--- src/hdl/sha256_pkg.sv ---
// ----------------------------------------------------------------------------
// SHA-256 package
// Shared item types, sequencer control structs, hash constants and the
// sigma functions used by the schedule and round units.
// ----------------------------------------------------------------------------
package sha256_pkg;

    typedef logic [31:0] word_t;

    // Eight hash words, index 0 (word a) leftmost.
    typedef logic [0:7][31:0] hash_t;

    typedef struct packed {
        logic [7:0] data_byte;
        logic       byte_present;
        logic       end_of_message;
    } in_item_t;

    typedef struct packed {
        logic [63:0] digest_word;
        logic [1:0]  word_index;
        logic        final_word;
    } out_item_t;

    // Request from the round unit to the message schedule.
    typedef struct packed {
        logic step;
        logic expand;
    } sched_req_t;

    // Full control of the message schedule.
    typedef struct packed {
        logic       push;
        logic [7:0] push_byte;
        logic       step;
        logic       expand;
    } sched_ctrl_t;

    localparam logic [7:0] PAD_MARK   = 8'h80;
    localparam logic [5:0] LEN_POS    = 6'd56;
    localparam logic [5:0] BLOCK_LAST = 6'd63;
    localparam logic [5:0] EXPAND_RND = 6'd15;
    localparam logic [5:0] LAST_RND   = 6'd63;
    localparam logic [1:0] LAST_WORD  = 2'd3;

    localparam hash_t HASH_IV = {
        32'h6a09e667, 32'hbb67ae85, 32'h3c6ef372, 32'ha54ff53a,
        32'h510e527f, 32'h9b05688c, 32'h1f83d9ab, 32'h5be0cd19
    };

    localparam word_t ROUND_K [64] = '{
        32'h428a2f98, 32'h71374491, 32'hb5c0fbcf, 32'he9b5dba5,
        32'h3956c25b, 32'h59f111f1, 32'h923f82a4, 32'hab1c5ed5,
        32'hd807aa98, 32'h12835b01, 32'h243185be, 32'h550c7dc3,
        32'h72be5d74, 32'h80deb1fe, 32'h9bdc06a7, 32'hc19bf174,
        32'he49b69c1, 32'hefbe4786, 32'h0fc19dc6, 32'h240ca1cc,
        32'h2de92c6f, 32'h4a7484aa, 32'h5cb0a9dc, 32'h76f988da,
        32'h983e5152, 32'ha831c66d, 32'hb00327c8, 32'hbf597fc7,
        32'hc6e00bf3, 32'hd5a79147, 32'h06ca6351, 32'h14292967,
        32'h27b70a85, 32'h2e1b2138, 32'h4d2c6dfc, 32'h53380d13,
        32'h650a7354, 32'h766a0abb, 32'h81c2c92e, 32'h92722c85,
        32'ha2bfe8a1, 32'ha81a664b, 32'hc24b8b70, 32'hc76c51a3,
        32'hd192e819, 32'hd6990624, 32'hf40e3585, 32'h106aa070,
        32'h19a4c116, 32'h1e376c08, 32'h2748774c, 32'h34b0bcb5,
        32'h391c0cb3, 32'h4ed8aa4a, 32'h5b9cca4f, 32'h682e6ff3,
        32'h748f82ee, 32'h78a5636f, 32'h84c87814, 32'h8cc70208,
        32'h90befffa, 32'ha4506ceb, 32'hbef9a3f7, 32'hc67178f2
    };

    function automatic word_t big_sigma0(input word_t x);
        return {x[1:0], x[31:2]} ^ {x[12:0], x[31:13]} ^ {x[21:0], x[31:22]};
    endfunction

    function automatic word_t big_sigma1(input word_t x);
        return {x[5:0], x[31:6]} ^ {x[10:0], x[31:11]} ^ {x[24:0], x[31:25]};
    endfunction

    function automatic word_t small_sigma0(input word_t x);
        return {x[6:0], x[31:7]} ^ {x[17:0], x[31:18]} ^ {3'b000, x[31:3]};
    endfunction

    function automatic word_t small_sigma1(input word_t x);
        return {x[16:0], x[31:17]} ^ {x[18:0], x[31:19]} ^ {10'b0, x[31:10]};
    endfunction

endpackage

--- src/hdl/sha256_schedule.sv ---
// ----------------------------------------------------------------------------
// SHA-256 message schedule
// Sixteen-word window that first collects the block bytes and then rolls
// through the expanded schedule, one word per round.
// ----------------------------------------------------------------------------
module sha256_schedule
    import sha256_pkg::*;
(
    input  logic        clk,
    input  sched_ctrl_t ctrl,
    output word_t       w
);

    // Entry 0 is the oldest word of the window.
    word_t win_reg [16];
    word_t w_reg;
    word_t w_next;

    always_comb
    begin
        if (ctrl.expand)
        begin
            w_next = small_sigma1(win_reg[14]) + win_reg[9]
                   + small_sigma0(win_reg[1]) + win_reg[0];
        end
        else
        begin
            w_next = win_reg[0];
        end
    end

    always_ff @(posedge clk)
    begin
        if (ctrl.push)
        begin
            for (int i = 0; i < 15; i++)
            begin
                win_reg[i] <= {win_reg[i][23:0], win_reg[i + 1][31:24]};
            end
            win_reg[15] <= {win_reg[15][23:0], ctrl.push_byte};
        end
        else if (ctrl.step)
        begin
            for (int i = 0; i < 15; i++)
            begin
                win_reg[i] <= win_reg[i + 1];
            end
            win_reg[15] <= w_next;
            w_reg       <= w_next;
        end
    end

    assign w = w_reg;

endmodule

--- config.mk ---
export PLATFORM = sky130hd
export DESIGN_NAME = sha256_schedule
export DESIGN_NICKNAME = d
export VERILOG_FILES = /design/src/hdl/sha256_pkg.sv /design/src/hdl/sha256_schedule.sv
export SDC_FILE = /design/constraint.sdc
export NUM_CORES = 1
export LEC_CHECK = 0
export ABC_AREA = 1
export BUFFER_PORTS_ARGS = -buffer_cell sky130_fd_sc_hd__buf_4
export CAP_MARGIN = 30
export CORE_MARGIN = 1
export CORE_UTILIZATION = 65
export DETAILED_ROUTE_END_ITERATION = 6
export PLACE_DENSITY = 0.88
export SETUP_SLACK_MARGIN = 0.3
export SYNTH_ARGS = -nofsm -noshare
export SYNTH_HDL_FRONTEND = slang
export SYNTH_SLANG_ARGS = --single-unit
--- constraint.sdc ---
create_clock -name clk -period 19.8 [get_ports clk]
set_input_delay 0.99 -clock clk [delete_from_list [all_inputs] [get_ports clk]]
set_output_delay 0.99 -clock clk [all_outputs]
set_load 0.1 [all_outputs]
==> impl_metrics.env <==
export IMPL_slew_headroom_pct=30.4
export IMPL_dp_cells=3488
export IMPL_worstReg2RegStart="win_reg[0][51]$_DFFE_PP_"
export IMPL_grt_pass1_wl_um=112000
export IMPL_rows=75
export IMPL_rrSetupSlack_ns=15.35
export IMPL_die_x_um=210
export IMPL_synth_top_family_by_area="simple AND/OR/NAND/NOR gates"
export IMPL_antenna_found_initial=1
export IMPL_synth_top_area_share_pct=57.9
export IMPL_drv_cap=0
export IMPL_dr_pass1_iters=6
export IMPL_critPathMaxFanout=5
export IMPL_end_kind="flip-flop"
export IMPL_critPathMaxStageDelay_ns=0.52
export IMPL_syn_nets=3097
export IMPL_clock_skew_ns=0.0201
export IMPL_ys_top_cells_by_area="edfxtp_1 58%, nand2_1 16%, inv_1 5.5%, o21ai_0 5.0%, fa_1 4.4%"
export IMPL_io_pins=44
export IMPL_critical_path_depth=20
export IMPL_ys_async_sr_fraction_pct=0
export IMPL_synth_xor_area_share_pct=4.07
export IMPL_synthFlopType="edfxtp_1"
export IMPL_hold_class="flip-flop to flip-flop"
export IMPL_crit_family="adder cells"
export IMPL_rr_endpoint="win_reg[3][117]$_DFFE_PP_"
export IMPL_fp_dieH_um=210
export IMPL_muxShareOfSynthArea_pct=0
export IMPL_met1_usage_pct=47.3
export IMPL_wl_per_cell_um=20.5
export IMPL_reg2regPathDepth=20
export IMPL_synthAdderAreaFrac_pct=5.78
export IMPL_arrival_ns=4.79
export IMPL_period_needed_ns=4.45
export IMPL_cts_made_buffers=54
export IMPL_largest_register_ffs=512
export IMPL_synth_common_cells="1,209 x nand2_1, 544 x edfxtp_1, 410 x inv_1"
export IMPL_max_freq_mhz=225
export IMPL_final_util_pct=72.3
export IMPL_status="complete, no violations"
export IMPL_synthSimpleGateAreaFrac_pct=18.6
export IMPL_clock_sinks=544
export IMPL_setup_tns_ns=0
export IMPL_cts_tree="built"
export IMPL_startpoint_type="flip-flop"
export IMPL_n_antenna_cell=0
export IMPL_pre_cts_ws_ns=15.47
export IMPL_gp_congestion=1.02
export IMPL_finalCritPeriodShare_pct=22.5
export IMPL_finalNonFillerCells=3584
export IMPL_area_growth_syn_to_layout_pct=8.52
export IMPL_grtUsageMet2_pct=53.8
export IMPL_synth_compound_area_share_pct=5.87
export IMPL_path_clk_slew_ns=0.06
export IMPL_path_cells="xnor2_1, xor2_1, inv_1, fa_1, inv_1, fa_1, inv_1, ha_1, inv_1, fa_1, inv_1, nand3_1, nand2_1, nand3_1, nand3_1, nand2_1, nand3_1, nand3_1, nand3_1, o21ai_0"
export IMPL_fin_nets=3072
export IMPL_dr_total_vias=20470
export IMPL_synth_edff_count=544
export IMPL_finalHoldViolations=0
export IMPL_grt_usage_pct=34.1
export IMPL_initial_core_util_pct=66.6
export IMPL_grt_busiest_layer="met2"
export IMPL_syn_area_per_cell_um2=9.42
export IMPL_netlist_area_um2=28200
export IMPL_maxSlewViolCount=0
export IMPL_die_area_um2=44200
export IMPL_fillerInstances=2920
export IMPL_coreArea_um2=42300
export IMPL_grt_max_degree=188
export IMPL_cpMostUsedCell="nand3_1"
export IMPL_yosysSeqAreaShare_pct=57.9
export IMPL_setup_ws_ns=15.35
export IMPL_drive_gt1_share_pct=5.35
export IMPL_remaining_drc_errors=0
export IMPL_cts_resized=0
export IMPL_synth_distinct_cells=35
export IMPL_worstMarginPinSlew_ns=1.04
export IMPL_synthesis_instances=2992
export IMPL_ys_seq_elements=544
export IMPL_viasPerCell=5.71
export IMPL_cts_buffer_depth=3
export IMPL_wl_um=73300
export IMPL_setup_viol=0
export IMPL_grtUsageMet3_pct=7.49
export IMPL_cp_endpoint="win_reg[3][117]$_DFFE_PP_"
export IMPL_synth_most_common_cell="nand2_1"
export IMPL_ctsHoldBuffers=0
export IMPL_portBuffers=43
export IMPL_first_iter_violations=2913
export IMPL_critPathKind="flip-flop to flip-flop"
export IMPL_crit_slowest_cell="fa_1"
export IMPL_grt_setup_unrepaired="no"
export IMPL_worstSkewPairLatency_ns=0.62
export IMPL_hpwlAfterDp_um=51600
export IMPL_root_buffer="clkbuf_16"
export IMPL_cts_htree_levels=2
export IMPL_yosysTopAreaCell="edfxtp_1"
export IMPL_postRouteAntennaNets=0
export IMPL_cp_num_buf_inv=5
export IMPL_yosys_warnings=0
export IMPL_overflow=0
export IMPL_cts_setup_buffers=0
export IMPL_required_ns=20.14
export IMPL_critPathLaunch="win_reg[0][51]$_DFFE_PP_"
export IMPL_first_global_vias=19920
-- stage by stage --
stage | cell area (um^2) | hold slack, ns
floorplan | 28200 | 0.513
global placement | 28700 | 0.519
detailed placement | 28900 | 0.524
CTS | 30600 | 0.538
global route | 30600 | 0.545
finish | 30600 | 0.536
-- tightest hold or removal path, cell delays in order, from the launching register on --
cell      delay, ns
edfxtp_1       0.34
nand2_1        0.05
nand2_1        0.04
-- how the worst min path moves through the flow --
stage	endpoint	start	depth (start not counted)	slack (ns)
2_1_floorplan	win_reg[0][100]$_DFFE_PP_	win_reg[1][28]$_DFFE_PP_	2	0.51
3_3_place_gp	win_reg[1][87]$_DFFE_PP_	win_reg[1][79]$_DFFE_PP_	2	0.52
3_5_place_dp	win_reg[1][120]$_DFFE_PP_	win_reg[1][112]$_DFFE_PP_	2	0.52
4_1_cts	win_reg[1][120]$_DFFE_PP_	win_reg[1][112]$_DFFE_PP_	2	0.54
5_1_grt	win_reg[1][120]$_DFFE_PP_	win_reg[1][112]$_DFFE_PP_	2	0.55
6_report	win_reg[1][120]$_DFFE_PP_	win_reg[1][112]$_DFFE_PP_	2	0.54
-- cell usage in the layout, fill, tap and decap left out, types with 2 or more instances in the layout --
cell type  netlist  final
a21boi_0         2      2
a21oi_1         20     20
and2_1          17     17
buf_16           0      5
buf_4            2     56
bufinv_16        0      5
clkbuf_1        70     14
clkbuf_16        0     55
clkinv_1         0     12
clkinv_2         0      6
clkinv_4         0      2
edfxtp_1       544    544
fa_1            62     62
ha_1            31     31
inv_1          410    410
nand2_1       1209   1208
nand2_2         10     10
nand3_1         54     54
nand3_2          4      4
nand4_1          2      2
nor2_1          41     40
nor2_4           1      2
nor3_1           5      5
o21a_1           2      2
o21ai_0        280    280
o21ai_1          6      6
o21ai_2          5      5
o22ai_1          2      2
or2_2            3      3
xnor2_1         65     65
xor2_1          66     66
-- metal layers --
| metal | up-vias | wire (um) |
|---|---|---|
| li1 | 9416 | - |
| met5 | - | 11 |
| met4 | 2 | 2610 |
| met1 | 9775 | 29000 |
| met2 | 1088 | 33900 |
| met3 | 189 | 7810 |
-- kinds of logic after synthesis --
kind of cell,count (synthesis)
AOI/OAI and AO/OA,322
xor gates and xnor gates,131
adders and majority gates,93
buffers and inverters,555
DFF,544
and+or+nand+nor,1347
-- cell type report --
class	instances	area (um^2)	area share, %
Clock inverter	27	280	0.916
Sequential cell	544	16300	53.4
Tap cell	577	722	2.36
Timing Repair Buffer	62	578	1.89
Multi-Input combinational cell	1893	9690	31.7
Inverter	412	1560	5.09
Clock buffer	69	1430	4.67
Power is not shown: default switching activity piles up to over one toggle a cycle in this logic, so the estimate is an artifact.
