<file path="src/hdl/sha256_pkg.sv">
// ----------------------------------------------------------------------------
// SHA-256 package
// Shared item types, sequencer control structs, hash constants and the
// sigma functions used by the schedule and round units.
// ----------------------------------------------------------------------------
package sha256_pkg;

    typedef logic [31:0] word_t;

    // Eight hash words, index 0 (word a) leftmost.
    typedef logic [0:7][31:0] hash_t;

    typedef struct packed {
        logic [7:0] data_byte;
        logic       byte_present;
        logic       end_of_message;
    } in_item_t;

    typedef struct packed {
        logic [63:0] digest_word;
        logic [1:0]  word_index;
        logic        final_word;
    } out_item_t;

    // Request from the round unit to the message schedule.
    typedef struct packed {
        logic step;
        logic expand;
    } sched_req_t;

    // Full control of the message schedule.
    typedef struct packed {
        logic       push;
        logic [7:0] push_byte;
        logic       step;
        logic       expand;
    } sched_ctrl_t;

    localparam logic [7:0] PAD_MARK   = 8'h80;
    localparam logic [5:0] LEN_POS    = 6'd56;
    localparam logic [5:0] BLOCK_LAST = 6'd63;
    localparam logic [5:0] EXPAND_RND = 6'd15;
    localparam logic [5:0] LAST_RND   = 6'd63;
    localparam logic [1:0] LAST_WORD  = 2'd3;

    localparam hash_t HASH_IV = {
        32'h6a09e667, 32'hbb67ae85, 32'h3c6ef372, 32'ha54ff53a,
        32'h510e527f, 32'h9b05688c, 32'h1f83d9ab, 32'h5be0cd19
    };

    localparam word_t ROUND_K [64] = '{
        32'h428a2f98, 32'h71374491, 32'hb5c0fbcf, 32'he9b5dba5,
        32'h3956c25b, 32'h59f111f1, 32'h923f82a4, 32'hab1c5ed5,
        32'hd807aa98, 32'h12835b01, 32'h243185be, 32'h550c7dc3,
        32'h72be5d74, 32'h80deb1fe, 32'h9bdc06a7, 32'hc19bf174,
        32'he49b69c1, 32'hefbe4786, 32'h0fc19dc6, 32'h240ca1cc,
        32'h2de92c6f, 32'h4a7484aa, 32'h5cb0a9dc, 32'h76f988da,
        32'h983e5152, 32'ha831c66d, 32'hb00327c8, 32'hbf597fc7,
        32'hc6e00bf3, 32'hd5a79147, 32'h06ca6351, 32'h14292967,
        32'h27b70a85, 32'h2e1b2138, 32'h4d2c6dfc, 32'h53380d13,
        32'h650a7354, 32'h766a0abb, 32'h81c2c92e, 32'h92722c85,
        32'ha2bfe8a1, 32'ha81a664b, 32'hc24b8b70, 32'hc76c51a3,
        32'hd192e819, 32'hd6990624, 32'hf40e3585, 32'h106aa070,
        32'h19a4c116, 32'h1e376c08, 32'h2748774c, 32'h34b0bcb5,
        32'h391c0cb3, 32'h4ed8aa4a, 32'h5b9cca4f, 32'h682e6ff3,
        32'h748f82ee, 32'h78a5636f, 32'h84c87814, 32'h8cc70208,
        32'h90befffa, 32'ha4506ceb, 32'hbef9a3f7, 32'hc67178f2
    };

    function automatic word_t big_sigma0(input word_t x);
        return {x[1:0], x[31:2]} ^ {x[12:0], x[31:13]} ^ {x[21:0], x[31:22]};
    endfunction

    function automatic word_t big_sigma1(input word_t x);
        return {x[5:0], x[31:6]} ^ {x[10:0], x[31:11]} ^ {x[24:0], x[31:25]};
    endfunction

    function automatic word_t small_sigma0(input word_t x);
        return {x[6:0], x[31:7]} ^ {x[17:0], x[31:18]} ^ {3'b000, x[31:3]};
    endfunction

    function automatic word_t small_sigma1(input word_t x);
        return {x[16:0], x[31:17]} ^ {x[18:0], x[31:19]} ^ {10'b0, x[31:10]};
    endfunction

endpackage

</file>
<file path="src/hdl/sha256_round.sv">
// ----------------------------------------------------------------------------
// SHA-256 round unit
// One compression round per cycle on the working variables, 64 rounds per
// block, with a done pulse once the last round has been applied.
// ----------------------------------------------------------------------------
module sha256_round
    import sha256_pkg::*;
(
    input  logic       clk,
    input  logic       rst_n,
    input  logic       start,
    input  hash_t      hash_in,
    input  word_t      w_in,
    output sched_req_t sched_req,
    output hash_t      vars,
    output logic       done
);

    hash_t      vars_reg;
    logic [5:0] rnd_reg;
    logic       busy_reg;
    logic       done_reg;
    word_t      t1;
    word_t      t2;
    word_t      ch;
    word_t      maj;

    always_comb
    begin
        ch  = (vars_reg[4] & vars_reg[5]) ^ (~vars_reg[4] & vars_reg[6]);
        maj = (vars_reg[0] & vars_reg[1]) ^ (vars_reg[0] & vars_reg[2])
            ^ (vars_reg[1] & vars_reg[2]);
        t1  = vars_reg[7] + big_sigma1(vars_reg[4]) + ch + ROUND_K[rnd_reg] + w_in;
        t2  = big_sigma0(vars_reg[0]) + maj;
    end

    always_ff @(posedge clk or negedge rst_n)
    begin
        if (!rst_n)
        begin
            rnd_reg  <= '0;
            busy_reg <= 1'b0;
            done_reg <= 1'b0;
        end
        else
        begin
            done_reg <= 1'b0;
            if (start)
            begin
                busy_reg <= 1'b1;
                rnd_reg  <= '0;
            end
            else if (busy_reg)
            begin
                rnd_reg <= rnd_reg + 6'd1;
                if (rnd_reg == LAST_RND)
                begin
                    busy_reg <= 1'b0;
                    done_reg <= 1'b1;
                end
            end
        end
    end

    always_ff @(posedge clk)
    begin
        if (start)
        begin
            vars_reg <= hash_in;
        end
        else if (busy_reg)
        begin
            vars_reg <= {t1 + t2, vars_reg[0], vars_reg[1], vars_reg[2],
                         vars_reg[3] + t1, vars_reg[4], vars_reg[5], vars_reg[6]};
        end
    end

    // The schedule registers the word for the following round, so it is ready when that round starts.
    assign sched_req.step   = start | busy_reg;
    assign sched_req.expand = busy_reg && (rnd_reg >= EXPAND_RND);
    assign vars             = vars_reg;
    assign done             = done_reg;

endmodule

</file>
<file path="config.mk">
export PLATFORM = sky130hd
export DESIGN_NAME = sha256_round
export DESIGN_NICKNAME = d
export VERILOG_FILES = /design/src/hdl/sha256_pkg.sv /design/src/hdl/sha256_round.sv
export SDC_FILE = /design/constraint.sdc
export NUM_CORES = 1
export LEC_CHECK = 0
export ABC_AREA = 1
export BUFFER_PORTS_ARGS = -buffer_cell sky130_fd_sc_hd__buf_2
export CORE_MARGIN = 3
export CORE_UTILIZATION = 40
export CTS_CLUSTER_DIAMETER = 50
export CTS_CLUSTER_SIZE = 40
export DETAILED_ROUTE_END_ITERATION = 16
export HOLD_SLACK_MARGIN = 0.08
export PLACE_DENSITY = 0.72
export SLEW_MARGIN = 20
export SYNTH_ARGS = -nofsm -noshare
export SYNTH_HDL_FRONTEND = slang
export SYNTH_SLANG_ARGS = --single-unit
</file>
<file path="constraint.sdc">
create_clock -name clk -period 13.1 [get_ports clk]
set_input_delay 0.655 -clock clk [delete_from_list [all_inputs] [get_ports clk]]
set_output_delay 0.655 -clock clk [all_outputs]
set_load 0.005 [all_outputs]
</file>
==> impl_metrics.json <==
{
  "outcome": "finished, final reports clean",
  "global_route_wire_length_before_repair_microns": 157000,
  "finalCritPeriodShare": 0.617,
  "synth_top_family_by_area": "simple AND/OR/NAND/NOR gates",
  "insertion_delay_ps": 570,
  "hold_path.class": "in -> reg",
  "root_buffer": "sky130_fd_sc_hd__clkbuf_16",
  "routed-via-count": 24900,
  "gr_ovfl_total": 0,
  "mappedNetlistNets": 3774,
  "gpl.final_weighted_congestion": 1.07,
  "drive_gt1_frac": 0.184,
  "max_transition_viols_final": 0,
  "synth_compound_gate_area_share": 0.148,
  "post_synth_mux_area_share": 0,
  "antenna_found_initial": 2,
  "cp_slowest_cell": "sky130_fd_sc_hd__dfrtp_1",
  "final_hold_viol_count": 0,
  "remaining_drcs": 0,
  "worstPathBufferInverterCount": 9,
  "synth_area_in_xor_xnor": 0.0577,
  "post_drt_via_cell_ratio": 5.45,
  "finalSetupViolations": 0,
  "largest_reg_flops": 256,
  "synth_top_area_cell": "sky130_fd_sc_hd__edfxtp_1",
  "critPathMaxStageDelay_ps": 650,
  "postRouteWirelength_microns": 111000,
  "timing.critical_path.required_ps": 13420,
  "antenna_left": 0,
  "drtIter0Drc": 2577,
  "type_of_the_worst_setup_path": "reg -> reg",
  "pre_cts_ws_ps": 5210,
  "numCtsBuffers": 40,
  "synthFlopType": "sky130_fd_sc_hd__edfxtp_1",
  "final.setup_skew_ps": 24.7,
  "critical_path.endpoint_type": "flip-flop",
  "first_global_vias": 24200,
  "synthAdderAreaFrac": 0.161,
  "placement.cell_area_sq_um": 28000,
  "syn2layout_area_growth_pct": 19.8,
  "cts_resized": 0,
  "max_freq_ghz": 0.124,
  "critPathTopFamily": "simple AND/OR/NAND/NOR gates",
  "cts_tree": "yes",
  "cts.sinks": 264,
  "place.detailed.hpwl_microns": 90200,
  "cp_max_fo": 13,
  "synth_cell_type_count": 56,
  "core-area_sq_um": 60600,
  "rows": 90,
  "post_synth_instance_area_sq_um": 24500,
  "arrival_ps": 8400,
  "port_buffers": 549,
  "postLayoutCellArea_sq_um": 29400,
  "asyncSetResetFlopFracSynth": 0.0303,
  "clk_transition_reported_paths_ps": 60,
  "post-synth-top-area-fraction": 0.313,
  "post_cts_buffers": 0,
  "syn-instance-count": 3242,
  "floorplan.initialDensity": 0.405,
  "design.die.area_sq_um": 64400,
  "max_cap_violations": 0,
  "yosysSeqAreaShare": 0.321,
  "clock_path_buffers": 3,
  "synth-seq-cells": 264,
  "grt_util_all_layers": 0.335,
  "finish.net_count": 4281,
  "post_synth_edffs": 256,
  "die_span_in_y_microns": 254,
  "setup_ws_ps": 5020,
  "synth.yosys.warnings": 0,
  "boundaryPins": 550,
  "tightest_slew_ps": 1050,
  "critical_path.most_common_cell": "sky130_fd_sc_hd__inv_1",
  "dr.pass1.iters": 6,
  "synthSimpleGateAreaFrac": 0.199,
  "start_kind": "flip-flop",
  "drt-wirelength-per-cell_microns": 24.4,
  "final.setup.tns_ps": 0,
  "cts_hold_repair.buffers": 1,
  "timing.final.crit_period_ps": 8080,
  "cts.htree.levels": 2,
  "timing.slew.headroom": 0.302,
  "grt_setup_unrepaired": "false",
  "fin_worst_hold_slack_ps": 348,
  "pin_count_of_the_biggest_net_entering_global_routing": 159,
  "chipWidth_microns": 254,
  "syn-mean-instance-area_sq_um": 7.57,
  "ys_top_cells_by_area": "sky130_fd_sc_hd__edfxtp_1 31%, sky130_fd_sc_hd__nand2_1 12%, sky130_fd_sc_hd__fa_1 10%, sky130_fd_sc_hd__inv_1 9.2%, sky130_fd_sc_hd__o21ai_0 7.0%"
}
placed cells by master (no fill, tap or decap), types with 14 or more instances in the layout:
cell,count
sky130_fd_sc_hd__inv_2,26
sky130_fd_sc_hd__or2_2,14
sky130_fd_sc_hd__buf_2,548
sky130_fd_sc_hd__edfxtp_1,256
sky130_fd_sc_hd__fa_1,125
sky130_fd_sc_hd__o21ai_1,25
sky130_fd_sc_hd__a31oi_1,16
sky130_fd_sc_hd__o21ai_0,344
sky130_fd_sc_hd__nor3_1,34
sky130_fd_sc_hd__a21oi_1,142
sky130_fd_sc_hd__nand2_1,772
sky130_fd_sc_hd__buf_4,15
sky130_fd_sc_hd__ha_1,116
sky130_fd_sc_hd__inv_1,601
sky130_fd_sc_hd__xnor2_1,79
sky130_fd_sc_hd__nor2_1,186
sky130_fd_sc_hd__xor2_1,81
sky130_fd_sc_hd__nand3_1,142
sky130_fd_sc_hd__clkbuf_16,40
cells by family (layout without fill, tap and decap cells):
logic type | Yosys count | count (layout)
adder cells (fa/ha/maj) | 241 | 241
AO/OA/AOI/OAI | 650 | 650
flip-flops | 264 | 264
other | 0 | 1
XOR/XNOR | 161 | 161
buffers and inverters | 731 | 1268
AND/OR/NAND/NOR | 1195 | 1195
metrics by stage:
stage,cells,util
after detailed placement,4488,0.463
after floorplan,3242,-
after global routing,4562,0.486
after CTS,4561,0.486
after global placement,4488,0.463
final,4562,0.486
worst reg2reg max path: cells and delay by family, from the launching register on:
family,cells,cell delay (ps)
AO/OA/AOI/OAI,9,1410
buffers and inverters,9,830
flip-flops,1,650
adder cells (fa/ha/maj),6,2470
AND/OR/NAND/NOR,14,2480
cells in the mapped netlist, types with 6 or more instances:
cell type	n
sky130_fd_sc_hd__dfrtp_1	8
sky130_fd_sc_hd__nand4_1	10
sky130_fd_sc_hd__nor4_1	7
sky130_fd_sc_hd__o31ai_1	9
sky130_fd_sc_hd__o22ai_1	11
sky130_fd_sc_hd__or2_1	10
sky130_fd_sc_hd__or2_2	14
sky130_fd_sc_hd__o221ai_1	13
sky130_fd_sc_hd__nand3_1	142
sky130_fd_sc_hd__edfxtp_1	256
sky130_fd_sc_hd__o21bai_1	11
sky130_fd_sc_hd__nand2_1	772
sky130_fd_sc_hd__clkbuf_1	70
sky130_fd_sc_hd__inv_2	26
sky130_fd_sc_hd__buf_2	18
sky130_fd_sc_hd__o211ai_1	12
sky130_fd_sc_hd__xnor2_1	79
sky130_fd_sc_hd__buf_1	14
sky130_fd_sc_hd__a21oi_1	142
sky130_fd_sc_hd__a31oi_1	16
sky130_fd_sc_hd__xor2_1	81
sky130_fd_sc_hd__o21a_1	8
sky130_fd_sc_hd__nor2_1	186
sky130_fd_sc_hd__nor3_1	34
sky130_fd_sc_hd__nand3b_1	6
sky130_fd_sc_hd__fa_1	125
sky130_fd_sc_hd__ha_1	116
sky130_fd_sc_hd__a221oi_1	9
sky130_fd_sc_hd__o21ai_0	344
sky130_fd_sc_hd__o21ai_1	25
sky130_fd_sc_hd__inv_1	603
sky130_fd_sc_hd__a21o_1	9
per-layer routing:
layer | up-vias | wire length, microns | track usage
met1 | 11700 | 43400 | 0.417
met4 | 0 | 6980 | 0.184
met2 | 1358 | 51700 | 0.557
met5 | - | 0 | 0
li1 | 11500 | - | -
met3 | 293 | 9190 | 0.0558
cell type report:
class / count / area (sq um)
inverter: 629 / 2370
tap: 782 / 978
fill: 6145 / 31200
sequential: 264 / 7890
multi-input combinational: 2247 / 13900
antenna: 1 / 2.50
clock buffer: 45 / 1020
timing repair buffer: 567 / 2910
clock inverter: 27 / 355
final timing paths:
path / start / end / slack [ps] / cells past startpoint
max: rnd_reg[1] / vars[250] / 5020 / 38
min: hash_in[58] / vars[58] / 350 / 3
max reg2reg: rnd_reg[1] / vars[250] / 5020 / 38
min reg2reg: vars[54] / vars[22] / 570 / 2
max in group asynchronous: rst_n / rnd_reg[4] / 12310 / 2
min in group asynchronous: rst_n / rnd_reg[2] / 530 / 2
Power is not shown: default switching activity piles up to over one toggle a cycle in this logic, so the estimate is an artifact.
